===== config.mk =====
export PLATFORM = sky130hd
export DESIGN_NAME = mlp_mac
export DESIGN_NICKNAME = d
export VERILOG_FILES = /design/src/hdl/mlp_pkg.sv /design/src/hdl/mlp_mac.sv
export SDC_FILE = /design/constraint.sdc
export NUM_CORES = 1
export LEC_CHECK = 0
export ABC_AREA = 0
export BUFFER_PORTS_ARGS = -buffer_cell sky130_fd_sc_hd__buf_2
export CORE_AREA = 3 3 188 190
export DETAILED_ROUTE_END_ITERATION = 16
export DIE_AREA = 0 0 191 193
export HOLD_SLACK_MARGIN = 0.15
export PLACE_DENSITY = 0.9
export SETUP_SLACK_MARGIN = 0.3
export SYNTH_ARGS = -nofsm -noshare
export SYNTH_HDL_FRONTEND = slang
export SYNTH_SLANG_ARGS = --single-unit

===== constraint.sdc =====
create_clock -name clk -period 7.9 [get_ports clk]
set_input_delay 0.395 -clock clk [delete_from_list [all_inputs] [get_ports clk]]
set_output_delay 0.395 -clock clk [all_outputs]
set_load 0.03 [all_outputs]

===== src/hdl/mlp_pkg.sv =====
// mlp_pkg: shared types, widths, codes and helpers of the one-hidden-layer
// perceptron trainer. Used by mlp_mac, mlp_sig and mlp_one_hidden_layer_train.
// No dependencies.
package mlp_pkg;

  localparam int DEF_MAX_INPUTS     = 8;
  localparam int DEF_MAX_HIDDEN     = 16;
  localparam int DEF_MAX_OUTPUTS    = 4;
  localparam int DEF_SIGMOID_ENTRIES = 256;

  localparam int A_W   = 28;  // multiplier operand a, signed
  localparam int B_W   = 17;  // multiplier operand b, signed
  localparam int MUL_W = A_W + B_W;
  localparam int ACC_W = 40;
  localparam int SAT_W = 48;

  localparam logic [3:0]  RST_INPUT_COUNT  = 4'd5;
  localparam logic [4:0]  RST_HIDDEN_COUNT = 5'd8;
  localparam logic [2:0]  RST_OUTPUT_COUNT = 3'd1;
  localparam logic [12:0] RST_LEARN_RATE   = 13'd410;

  typedef enum logic [2:0] {
    OP_INPUT  = 3'd0,
    OP_TARGET = 3'd1,
    OP_PARAM  = 3'd2,
    OP_INFER  = 3'd3,
    OP_TRAIN  = 3'd4
  } opcode_t;

  typedef enum logic [1:0] {
    REG_INPUT_COUNT  = 2'd0,
    REG_HIDDEN_COUNT = 2'd1,
    REG_OUTPUT_COUNT = 2'd2,
    REG_LEARN_RATE   = 2'd3
  } reg_idx_t;

  typedef enum logic [1:0] {
    ACC_HOLD = 2'd0,
    ACC_LOAD = 2'd1,
    ACC_ADD  = 2'd2
  } acc_op_t;

  typedef struct packed {
    logic    mul_en;
    acc_op_t acc_op;
  } mac_ctl_t;

  typedef struct packed {
    logic [2:0]         opcode;
    logic [7:0]         index;
    logic signed [15:0] value;
  } in_t;

  typedef struct packed {
    logic [1:0]  out_index;
    logic [12:0] out_value;
    logic        last;
  } out_t;

  function automatic logic signed [15:0] sat16(input logic signed [SAT_W-1:0] v);
    logic signed [15:0] r;
    if (v > SAT_W'(32767))
      r = 16'sh7fff;
    else if (v < -SAT_W'(32768))
      r = 16'sh8000;
    else
      r = v[15:0];
    return r;
  endfunction

  // restoring long division, only evaluated at elaboration
  function automatic longint unsigned udiv64(input longint unsigned n,
                                             input longint unsigned d);
    longint unsigned q;
    longint unsigned rem;
    q   = 0;
    rem = 0;
    for (int j = 63; j >= 0; j--) begin
      rem = {rem[62:0], n[j]};
      if (rem >= d) begin
        rem  = rem - d;
        q[j] = 1'b1;
      end
    end
    return q;
  endfunction

  // sigmoid table entry k of n over [-8,8), built at elaboration
  function automatic logic [12:0] sig_entry(input int k, input int n);
    longint          sum;
    longint          term;
    longint          num;
    longint unsigned base;
    longint unsigned one;
    longint unsigned e;
    longint unsigned b;
    longint unsigned m;
    longint unsigned den;
    longint unsigned r;
    sum  = 0;
    term = longint'(1) << 62;
    for (int j = 0; j < 40; j++) begin
      if (term > 0) begin
        if (j > 0)
          term = longint'(udiv64(longint'(term), longint'(n) * longint'(j)));
        sum = (j[0]) ? sum - term : sum + term;
      end
    end
    one  = longint'(1) << 31;
    base = (longint'(sum) + (longint'(1) << 30)) >> 31;
    num  = 16 * longint'(k) - 8 * longint'(n);
    m    = (num < 0) ? -num : num;
    e    = one;
    b    = base;
    for (int j = 0; j < 20; j++) begin
      if (m[j]) e = (e * b + (longint'(1) << 30)) >> 31;
      b = (b * b + (longint'(1) << 30)) >> 31;
    end
    den = one + e;
    if (num >= 0)
      r = udiv64(64'd4096 * one + (den >> 1), den);
    else
      r = udiv64(64'd4096 * e + (den >> 1), den);
    return r[12:0];
  endfunction

endpackage


===== src/hdl/mlp_mac.sv =====
// mlp_mac: the shared signed multiplier with registered product and the
// accumulator behind it. Depends on mlp_pkg.
module mlp_mac (
  input  logic                             clk,
  input  mlp_pkg::mac_ctl_t                ctl,
  input  logic signed [mlp_pkg::A_W-1:0]   a,
  input  logic signed [mlp_pkg::B_W-1:0]   b,
  input  logic signed [mlp_pkg::ACC_W-1:0] acc_init,
  output logic signed [mlp_pkg::MUL_W-1:0] prod_r,
  output logic signed [mlp_pkg::ACC_W-1:0] acc_r
);
  import mlp_pkg::*;

  always_ff @(posedge clk) begin
    if (ctl.mul_en) begin
      prod_r <= MUL_W'(a) * MUL_W'(b);
    end
    case (ctl.acc_op)
      ACC_LOAD: acc_r <= acc_init;
      ACC_ADD:  acc_r <= acc_r + prod_r[ACC_W-1:0];
      default:  acc_r <= acc_r;
    endcase
  end

endmodule


# Word-level counts from Yosys, hierarchy flattened
# Cells that the tools add are included.
dict set report totals {
  output_inout_bits 85
  elab_cells 8
  register_bits 85
  input_bits 89
}
dict set report op_classes {
  n_reduce_logical 1
  n_mux 1
  n_addsub 1
  multipliers 1
  n_eq_ne 2
}
# op n
set op_table {}
lappend op_table {{$pmux 40 s2} 1}
lappend op_table {{$mul 28x17->45} 1}
lappend op_table {{$add 40x40->40} 1}
lappend op_table {{$eq 2x1->1 const B} 1}
lappend op_table {{$eq 2x2->1 const B} 1}
lappend op_table {{$reduce_bool 2->1} 1}

# Longest topological paths before layout
dict set report depth {
  ltp_word 2
  mapped_depth 27
  depth_no_buf 25
}

# Worst setup path after synthesis
# Ideal clock, no wire load.
dict set report synth_timing {
  path_type {input -> register}
  startpoint {in b[8] (netlist name)}
  endpoint {reg prod_r[35] (netlist name), data pin}
  path_stages 25
  setup_ns 0.258
  n_path_buf 2
  arrival_time_ns 6.205
  required_time_ns 7.642
  setup_slack_ns 1.437
  path_cell_list {clkbuf_1 -> buf_1 -> nand2_1 -> fa_1 -> inv_1 -> fa_1 -> inv_1 -> fa_1 -> inv_1 -> fa_1 -> fa_1 -> inv_1 -> fa_1 -> inv_1 -> ha_1 -> and4_1 -> nand4_1 -> nor4b_1 -> a211oi_2 -> a31oi_1 -> nor2b_1 -> or2_1 -> o21bai_1 -> a21oi_1 -> xnor2_1}
}
dict set report synth_between {
  elab_chain_len 1
}
# element line_no
set synth_lines {}
lappend synth_lines {{start: declaration} mlp_mac.sv:7} ;# input logic signed [mlp_pkg::B_W-1:0] b,
lappend synth_lines {{$mul 28x17->45} mlp_mac.sv:16} ;# prod_r <= MUL_W'(a) * MUL_W'(b);
lappend synth_lines {{end signal: assignment} mlp_mac.sv:16}
lappend synth_lines {{end: declaration} mlp_mac.sv:9} ;# output logic signed [mlp_pkg::MUL_W-1:0] prod_r,
# Every way passes these cells.
# A chain may end at the register's enable or synchronous reset.

# Worst setup path after layout
dict set report layout_timing {
  startpoint {in b[2] (netlist name)}
  endpoint {reg prod_r[43] (netlist name), data pin}
}
# The elaborated chain is that of the path after synthesis.

==> results.ini <==
[status]
status = finished, final reports clean

[critical_path]
end_kind = flop
worst_setup_path_start_kind = input pin
reg2reg_to = acc_r[38]
crit_fanout = 28
cp.arrival_ps = 7030
regToRegSetupSlack_ps = 4290
critPathRequiredTime_ps = 8010
cp-startpoint = b[2]
setup.worst_path.class = in2reg
reg2reg_depth = 13
r2r-start = prod_r[0]

[grt]
grt_max_degree = 58
grt_pass1_vias = 18400
grt_use_total_pct = 31.8
antenna_found_initial = 1
grt_pass1_wl_mm = 91.9
overflow = 0

[detailed_routing]
drt_iter0_drc = 1258
routedWlPerCell_um = 20.0
drc_errors = 0
ant_nets = 0
firstDrtPassIters = 5
routed_wl_mm = 56.1
vias = 16500
viasPerCell = 5.88

[logic_synthesis]
synth_warnings = 0
synth_cell_types = 61
syn_area_mm2 = 0.0215
synth.ff_latch_count = 85
synth_top_area_share_pct = 43.1
yosysTopAreaCell = fa_1
synth_edf_count = 85
syn_area_per_cell_um2 = 9.54
ys.flop_type = edfxtp_1
synthTopCellsByArea = fa_1, edfxtp_1, ha_1
async_reset_ff_share_pct = 0
syn_inst = 2249
synth_nets = 2947
yosysSeqAreaShare_pct = 11.9

[timing]
tightestPinTransition_ps = 1060
min_period_over_period_pct = 87.6
period_needed_ps = 6920
setup-tns-final_ps = 0
max-slew-margin-rel_pct = 29.1
final-setup-viol-count = 0
whs_ps = 342
finalHoldViolCount = 0
fin_skew_ps = 9.65
rsz0062_at_grt = no
slew_viol_final = 0
fmax_ghz = 0.145

[clock_tree]
cts_num_sinks = 85
post_cts_buffers = 0
clk_latency_ps = 350
hold_buffers = 0
h-tree-depth = 3
clock_path_buffers = 2
cts_root_buffer = clkbuf_16
cts_inserted_buffers = 9
clk_pin_slew_ps = 70
post_cts_resize_count = 0
cts_tree = built

[cells_and_area]
diodes = 0
areaGrowthSynthToFinish_pct = 6.62
nNetsFinal = 3046
drive_gt1_share_pct = 9.86
layout_commonest_cell = inv_1
final_cell_mix = inv_1, fa_1, nand2_1

[worst_hold_path]
whs_path_depth = 2
worstHoldEndpoint = acc_r[38]
min_path_type = in2reg
hold_start = acc_init[38]

[placed_design]
dp_hpwl_mm = 45.0
port_buffers = 173
gp_congestion = 0.964

[floorplanning]
io_pins = 174
placementRows = 67
start_util_pct = 63.8
chipWidth_um = 191
die_y_um = 193
fp.coreArea_mm2 = 0.0336
dieArea_mm2 = 0.0369

[flow_run]
max_cap_viol_count = 0

[area by class of cell]
cell class | instances | area, um2
clock buffers | 9 | 225
flip-flops and latches | 85 | 2550
repair buffers | 176 | 888
well taps | 448 | 561
inverters | 486 | 1820
fillers | 2411 | 10700
multi-input cells | 1590 | 16700
clock inverters | 7 | 78.8
[flip-flops by register name, summed over array words and instances, names as in the netlist]
| name | cells |
|---|---|
| acc_r | 40 |
| prod_r | 45 |
[worst max-delay path, cell delays in order]
cell and delay [ps]:
buf_2 550, nand2_1 190, fa_1 540, fa_1 510, fa_1 540, inv_1 70, fa_1 500, fa_1 500
inv_1 50, fa_1 470, inv_1 40, ha_1 340, a2111oi_0 400, o21ai_1 140, o21a_1 150, a211oi_2 420
a31oi_1 360, o211ai_1 320, a31oi_1 150, o21a_1 190, nor2_1 110, xnor2_1 80
[cells in the mapped netlist (all sizes together), types with 13 or more instances]
| library cell | n |
|---|---|
| inv | 486 |
| fa | 462 |
| nand2 | 293 |
| and2 | 206 |
| ha | 147 |
| edfxtp | 85 |
| clkbuf | 80 |
| a21oi | 71 |
| nor2 | 65 |
| xnor2 | 56 |
| o21ai | 41 |
| a21o | 39 |
| mux2 | 29 |
| xor2 | 20 |
| nand3 | 18 |
| nand2b | 15 |
| o21bai | 13 |
[how the worst max path moves through the flow]
stage | end
finish | prod_r[43]
floorplan | prod_r[35]
global route | prod_r[43]
global placement | prod_r[43]
detailed placement | prod_r[43]
CTS | prod_r[35]
[per-layer routing]
metal  vias to the layer above  routed length [um]  track usage (%)
li1                       7038                   -                -
met1                      8194               20300             39.5
met2                       996               26500             53.0
met3                       228                6650             8.86
met4                         2                2710             13.5
met5                         -                  10                0
[per-stage QoR]
step | setup slack [ps] | utilization [%] | instance area, um2 | std cells
3_3_place_gp | 1010 | 67.2 | 22600 | 2785
5_1_grt | 577 | 68.1 | 22900 | 2801
6_report | 982 | 68.1 | 22900 | 2801
4_1_cts | 1120 | 68.1 | 22900 | 2801
3_5_place_dp | 762 | 67.2 | 22600 | 2785
2_1_floorplan | 1440 | - | 21500 | 2249
[logic make-up after synthesis]
kind of cell	Yosys count	share of synthesized area (%)
buffers and inverters	574	10.1
AND/OR/NAND/NOR	643	14.6
multiplexers	31	1.62
flip-flops	85	11.9
AO/OA/AOI/OAI	231	7.09
adder cells (fa/ha/maj)	609	51.7
XOR/XNOR	76	3.10
Power is left out: the tool's default activity adds up to more than one toggle a clock period on the data nets, which glitch-free logic cannot reach.
